File: src/rtl/alrp_pkg.sv
`timescale 1ns / 1ps

package alrp_pkg;

  localparam int unsigned CfgIdxW  = 3;
  localparam int unsigned CfgDataW = 16;

  typedef enum logic [CfgIdxW-1:0] {
    CFG_TICKS_PER_UNIT   = 3'd0,
    CFG_UNITS_PER_STEP   = 3'd1,
    CFG_BRIGHTNESS_STEP  = 3'd2,
    CFG_PWM_PERIOD       = 3'd3,
    CFG_BRIGHTNESS_LIMIT = 3'd4
  } cfg_idx_e;

  typedef enum logic {
    REQ_SLOW_TICK = 1'b0,
    REQ_PWM_TICK  = 1'b1
  } req_type_e;

  localparam logic [7:0]  TicksPerUnitRst    = 8'd6;
  localparam logic [15:0] UnitsPerStepRst    = 16'd128;
  localparam logic [7:0]  BrightnessStepRst  = 8'd1;
  localparam logic [7:0]  PwmPeriodRst       = 8'd10;
  localparam logic [7:0]  BrightnessLimitRst = 8'd12;

  typedef struct packed {
    logic [7:0] brightness_level;
    logic       alarm_active;
    logic       led_out;
  } result_t;

endpackage

File: src/rtl/alarm_light_ramp_pwm.sv
`timescale 1ns / 1ps

// Sunrise-alarm LED dimmer.
// Slave channel: one request per tick. tuser selects a slow timer tick
// (carrying alarm and button pin samples in tdata) or a PWM tick.
// Master channel: one result per request with the LED drive, the latched
// alarm flag and the current brightness.
// Configuration: write enable, register index and data; the user must write only
// while the block is idle, which the block does not enforce. Unknown indexes are ignored.
// The state is updated and the result registered at the edge that accepts
// the request. Throughput is one request per clock while the receiver does
// not stall, set by the single output register.
// When the receiver stalls, the output register holds its result and
// s_axis_tready follows m_axis_tready, so no result is lost or repeated.
// Reset clears all counters, the alarm and the brightness, restores the
// register defaults and leaves the output channel empty.
module alarm_light_ramp_pwm (
  input  logic                              clk_i,
  input  logic                              rst_ni,
  input  logic                              cfg_we_i,
  input  logic [alrp_pkg::CfgIdxW-1:0]      cfg_idx_i,
  input  logic [alrp_pkg::CfgDataW-1:0]     cfg_wdata_i,
  input  logic                              s_axis_tvalid,
  output logic                              s_axis_tready,
  input  logic [7:0]                        s_axis_tdata,  // alarm_in, button_in, zeros
  input  logic                              s_axis_tuser,  // req_type
  output logic                              m_axis_tvalid,
  input  logic                              m_axis_tready,
  output logic [15:0]                       m_axis_tdata   // led_out, alarm_active,
                                                           // brightness_level, zeros
);

  logic [7:0]  ticks_per_unit_q, brightness_step_q, pwm_period_q, brightness_limit_q;
  logic [15:0] units_per_step_q;

  logic [7:0]  prescale_q, prescale_d;
  logic [15:0] unit_q, unit_d;
  logic        pending_q, pending_d;
  logic        prev_alarm_q, prev_alarm_d;
  logic        prev_button_q, prev_button_d;
  logic        alarm_on_q, alarm_on_d;
  logic [7:0]  bright_q, bright_d;
  logic [7:0]  pwm_cnt_q, pwm_cnt_d;
  logic        led_q, led_d;

  logic                  out_valid_q;
  alrp_pkg::result_t     out_q;

  logic       accept;
  logic       a_in, b_in;
  logic [7:0] pre_inc, pwm_inc;
  logic [8:0] bright_sum;

  assign s_axis_tready = !out_valid_q || m_axis_tready;
  assign accept        = s_axis_tvalid && s_axis_tready;
  assign a_in          = s_axis_tdata[0];
  assign b_in          = s_axis_tdata[1];
  assign pre_inc       = prescale_q + 8'd1;
  assign pwm_inc       = pwm_cnt_q + 8'd1;

  always_comb begin
    prescale_d    = prescale_q;
    unit_d        = unit_q;
    pending_d     = pending_q;
    prev_alarm_d  = prev_alarm_q;
    prev_button_d = prev_button_q;
    alarm_on_d    = alarm_on_q;
    bright_d      = bright_q;
    pwm_cnt_d     = pwm_cnt_q;
    led_d         = led_q;
    bright_sum    = {1'b0, bright_q} + {1'b0, brightness_step_q};
    if (alrp_pkg::req_type_e'(s_axis_tuser) == alrp_pkg::REQ_SLOW_TICK) begin
      prescale_d = pre_inc;
      if (pre_inc >= ticks_per_unit_q) begin
        prescale_d = 8'd0;
        unit_d     = unit_q + 16'd1;
      end
      if (unit_d >= units_per_step_q) begin
        unit_d    = 16'd0;
        pending_d = 1'b1;
      end
      if (a_in && prev_alarm_q) begin
        alarm_on_d = 1'b1;
      end
      prev_alarm_d  = a_in;
      prev_button_d = b_in;
      if (b_in && prev_button_q) begin
        bright_d   = 8'd0;
        alarm_on_d = 1'b0;
      end
      if (pending_d && alarm_on_d) begin
        pending_d = 1'b0;
        if (bright_q < brightness_limit_q) begin
          bright_d = bright_sum[8] ? 8'hff : bright_sum[7:0];
        end
      end
    end else if (alarm_on_q) begin
      pwm_cnt_d = pwm_inc;
      if (pwm_inc >= bright_q) begin
        led_d = 1'b0;
      end
      if (pwm_inc >= pwm_period_q) begin
        pwm_cnt_d = 8'd0;
        led_d     = 1'b1;
      end
    end
    if (!alarm_on_d) begin
      led_d = 1'b0;
    end
  end

  always_ff @(posedge clk_i or negedge rst_ni) begin
    if (!rst_ni) begin
      ticks_per_unit_q   <= alrp_pkg::TicksPerUnitRst;
      units_per_step_q   <= alrp_pkg::UnitsPerStepRst;
      brightness_step_q  <= alrp_pkg::BrightnessStepRst;
      pwm_period_q       <= alrp_pkg::PwmPeriodRst;
      brightness_limit_q <= alrp_pkg::BrightnessLimitRst;
    end else if (cfg_we_i) begin
      case (alrp_pkg::cfg_idx_e'(cfg_idx_i))
        alrp_pkg::CFG_TICKS_PER_UNIT:   ticks_per_unit_q   <= cfg_wdata_i[7:0];
        alrp_pkg::CFG_UNITS_PER_STEP:   units_per_step_q   <= cfg_wdata_i;
        alrp_pkg::CFG_BRIGHTNESS_STEP:  brightness_step_q  <= cfg_wdata_i[7:0];
        alrp_pkg::CFG_PWM_PERIOD:       pwm_period_q       <= cfg_wdata_i[7:0];
        alrp_pkg::CFG_BRIGHTNESS_LIMIT: brightness_limit_q <= cfg_wdata_i[7:0];
        default: ;
      endcase
    end
  end

  always_ff @(posedge clk_i or negedge rst_ni) begin
    if (!rst_ni) begin
      prescale_q    <= 8'd0;
      unit_q        <= 16'd0;
      pending_q     <= 1'b0;
      prev_alarm_q  <= 1'b0;
      prev_button_q <= 1'b1;
      alarm_on_q    <= 1'b0;
      bright_q      <= 8'd0;
      pwm_cnt_q     <= 8'd0;
      led_q         <= 1'b0;
    end else if (accept) begin
      prescale_q    <= prescale_d;
      unit_q        <= unit_d;
      pending_q     <= pending_d;
      prev_alarm_q  <= prev_alarm_d;
      prev_button_q <= prev_button_d;
      alarm_on_q    <= alarm_on_d;
      bright_q      <= bright_d;
      pwm_cnt_q     <= pwm_cnt_d;
      led_q         <= led_d;
    end
  end

  always_ff @(posedge clk_i or negedge rst_ni) begin
    if (!rst_ni) begin
      out_valid_q <= 1'b0;
    end else if (accept) begin
      out_valid_q <= 1'b1;
    end else if (m_axis_tready) begin
      out_valid_q <= 1'b0;
    end
  end

  always_ff @(posedge clk_i) begin
    if (accept) begin
      out_q.led_out          <= led_d;
      out_q.alarm_active     <= alarm_on_d;
      out_q.brightness_level <= bright_d;
    end
  end

  assign m_axis_tvalid = out_valid_q;
  assign m_axis_tdata  = {6'd0, out_q};

endmodule

File: config.mk
export PLATFORM = sky130hd
export DESIGN_NAME = alarm_light_ramp_pwm
export DESIGN_NICKNAME = d
export VERILOG_FILES = /design/src/rtl/alrp_pkg.sv /design/src/rtl/alarm_light_ramp_pwm.sv
export SDC_FILE = /design/constraint.sdc
export NUM_CORES = 1
export LEC_CHECK = 0
export ABC_AREA = 1
export BUFFER_PORTS_ARGS = -buffer_cell sky130_fd_sc_hd__buf_2
export CORE_ASPECT_RATIO = 0.7
export CORE_MARGIN = 1.5
export CORE_UTILIZATION = 47
export DETAILED_ROUTE_END_ITERATION = 12
export GPL_TIMING_DRIVEN = 0
export PLACE_DENSITY = 0.67
export SYNTH_ARGS = -nofsm -noshare
export SYNTH_HDL_FRONTEND = slang
export SYNTH_SLANG_ARGS = --single-unit
export TNS_END_PERCENT = 5
File: constraint.sdc
create_clock -name clk_i -period 3.6 [get_ports clk_i]
set_input_delay 0.18 -clock clk_i [delete_from_list [all_inputs] [get_ports clk_i]]
set_output_delay 0.18 -clock clk_i [all_outputs]
set_load 0.02 [all_outputs]
==> impl_metrics.ini <==
[clock_network]
cts_made_buffers = 9
clock_latency_ns = 0.36
cts_num_sinks = 104
h-tree-depth = 3
clkSlewWorstSetupHoldPaths_ns = 0.07
cts_tree = yes
cts_root_buf = clkbuf_16
clk_path_buf_depth = 2

[floorplanning]
start_util = 0.4810
rows = 36
dieHeight_um = 102.7
io_pins = 51
core_um2 = 13870
die_w_um = 145.4
die_area_um2 = 14930

[timing]
setup_viol = 33
skew_ns = 0.008666
tightest_slew_ns = 0.5319
hold_viol = 0
maxSlewHeadroom = 0.6432
fin_crit_ns = 4.015
rsz0062_at_grt = yes
fin_crit_sh = 1.115
setup_slack_ns = -0.4146
slew_violations = 0
setup-tns-final_ns = -7.263
fmax_mhz = 249.1

[synth]
synth_top_family_by_area = simple AND/OR/NAND/NOR gates
synth-compound-area-share = 0.1061
ys_warn_count = 0
synth-xor-area-share = 0.02494
synthAdderAreaFrac = 0.1118
synth-async-reset-ratio = 0.9038
synth_edf_count = 10
synthSimpleGateAreaFrac = 0.2507
yosysMostFrequentCell = nand2_1
syn-cell-area_um2 = 6673
synth-seq-cells = 104
synth_top_area_frac = 0.3188
synthFlopType = dfrtp_1
ys_seq_area_frac = 0.3992
ys_top_cells_by_area = dfrtp_1, nand2_1, ha_1
synthCells = 887
synth_mux_area_frac = 0.001500
syn_avg_cell_area_um2 = 7.523
yosys.area.top_type = dfrtp_1
ys_types = 41
ys_top_cells_by_count = nand2_1, inv_1, dfrtp_1

[placement]
dp_hpwl_um = 11990
dp_slack_ns = -0.8234
place.gp.congestion = 0.8628
io_buffers = 38
post_dp_cell_area_um2 = 7149

[setup_path]
cp_top_family = simple AND/OR/NAND/NOR gates
path_max_fanout = 8
crit_type = flop to flop
critPathSlowestCell = dfrtp_1
cp-start-kind = flop
cp-end-kind = flop
cp-startpoint = prescale_q[0]
slowest_delay_ns = 0.39
crit_arrival_ns = 4.12
cp.required_ns = 3.70
crit_buf_inv = 5
cp_common_cell = nand2_2
r2r-start = prescale_q[0]

[global_routing]
use_met2 = 0.3509
grt_usage = 0.2382
grt_first_pass_wirelength_um = 27810
grt-busiest-layer = met1
grt_start_max_net_pins = 68
grtUsageMet3 = 0.04292
grt-ovfl-total = 0
antenna_found_initial = 1
grt_pass1_vias = 5577
grtUsageMet1 = 0.3614

[finish]
insertedDiodeCount = 0
final_area_um2 = 8154
fin_nets = 1057
layout-drive-gt1-share = 0.2175
area_growth_pct = 22.20

[job]
maxCapViolations = 0

[routing]
first_pass_iters = 5
ant_nets = 0
via_count = 5909
wl_um = 16810
drtIter0Drc = 383
avgRoutedWirePerCell_um = 14.49
drc = 0
viasPerCell = 5.094

[power_and_ir_drop]
ir_drop_mv = 0.3415
leakage_nw = 4.171
powerDensity_nw_per_um2 = 830.0

[worst_hold_path]
hp-class = input port to flop
hp-start = s_axis_tdata[1]

[outcome]
violations = setup timing
status = finished with violations
[worst paths after layout]
| kind | endpoint | slack (ns) | cells after the start |
|---|---|---|---|
| max | m_axis_tdata[3] | -0.41 | 25 |
| max reg2reg | m_axis_tdata[3] | -0.41 | 25 |
| min in group asynchronous | prescale_q[6] | 0.29 | 2 |
| min reg2reg | prev_button_q | 0.47 | 2 |
| max in group asynchronous | pwm_period_q[1] | 2.60 | 3 |
| min | prev_button_q | 0.04 | 3 |
[placed cells by master (no fill, tap or decap), types with 3 or more instances in the layout]
cell       Yosys  routed
nand4_1        8       8
dfrtp_1       85      85
a21oi_1       34      30
inv_1        150     141
conb_1         1       6
clkbuf_1       9      11
nand2_2        3      45
nor2_4         3       6
nand2_1      264     219
nand3_4        1       4
nand3_2        3      15
dfstp_2        9       9
xor2_1        18      17
o21a_1         4       4
ha_1          58      46
clkbuf_16      0       9
ha_4           0      11
nand3b_1       3       3
nand3_1       53      38
nor2_2         1       5
o21ai_1        1       5
buf_4          6      20
inv_2          3      11
a21oi_2        0       3
o22ai_1       14      14
buf_6          0       8
buf_2          9      42
edfxtp_1      10      10
o21ai_0       63      59
nor2_1        54      47
[flip-flops by register name, summed over array words and instances (netlist names)]
name	count
pending_q	1
pwm_cnt_q	8
pwm_period_q	8
m_axis_tvalid	1
units_per_step_q	16
brightness_limit_q	8
alarm_on_q	1
ticks_per_unit_q	8
prev_button_q	1
m_axis_tdata	10
unit_q	16
brightness_step_q	8
led_q	1
prescale_q	8
prev_alarm_q	1
bright_q	8
[area by class of cell]
type                       count  area, µm²
clock inverter                 5      56.30
timing repair buffer          61      446.7
timing repair inverter         1      11.26
clock buffer                  11      232.7
sequential                   104       2664
tap                          190      237.7
buffer                        24      152.6
fill                        1287       5719
multi-input combinational    610       3767
inverter                     154      585.6
[worst register-to-register path, cell delays in order, from the launching register on]
cell     delay [ns]
dfrtp_1        0.39
ha_2           0.22
nand2_4        0.07
nor2_4         0.12
nand2_2        0.07
xor2_2         0.13
inv_1          0.06
ha_1           0.28
nand2_2        0.06
nor2_2         0.12
nand4_1        0.13
nand3_4        0.21
buf_6          0.18
nand2_2        0.06
nand2_2        0.07
inv_2          0.05
ha_4           0.27
nand4_1        0.19
nor2_4         0.22
nand3_2        0.10
nand4_1        0.19
buf_6          0.17
buf_8          0.14
nand3_4        0.09
nand3_2        0.08
nand2_2        0.08
[layer usage]
layer | vias to the layer above | share of wire
li1 | 2956 | -
met1 | 2789 | 0.53
met2 | 149 | 0.41
met3 | 15 | 0.057
met4 | 0 | 0.010
met5 | - | 0
[kinds of logic after synthesis]
| family | after synthesis |
|---|---|
| simple gates | 398 |
| flops | 104 |
| compound gates | 127 |
| buf+inv | 178 |
| xor+xnor | 19 |
| other cells | 1 |
| fa+ha+maj | 59 |
| mux | 1 |
[stage by stage]
stage	std cells	hold WS, ns	power, mW	util
5_1_grt	1160	0.06923	7.371	0.5878
3_3_place_gp	1120	0.3976	4.559	0.5132
3_5_place_dp	1121	0.1369	4.629	0.5153
6_report	1160	0.03733	6.768	0.5878
4_1_cts	1155	0.03386	6.418	0.5728
2_1_floorplan	892	-0.1156	3.912	-
[timing repair]
action / 4_1_cts / 5_1_grt
gates resized for setup: 88 / 45
cloned: 4 / 0
pin swaps: 44 / 33
hold buffers: 1 / 0
setup buffers: 13 / 5
endpoints found under the hold margin: 26 / 0
setup endpoints to repair: 33 / 33
[report_power, final]
group / total [mW] / switching, mW / internal [mW]
clock: 1.00 / 0.461 / 0.540
combinational: 3.99 / 2.33 / 1.66
sequential: 1.77 / 0.266 / 1.51
total: 6.77 / 3.06 / 3.71
Note: power is estimated with default switching activity, not from simulation.
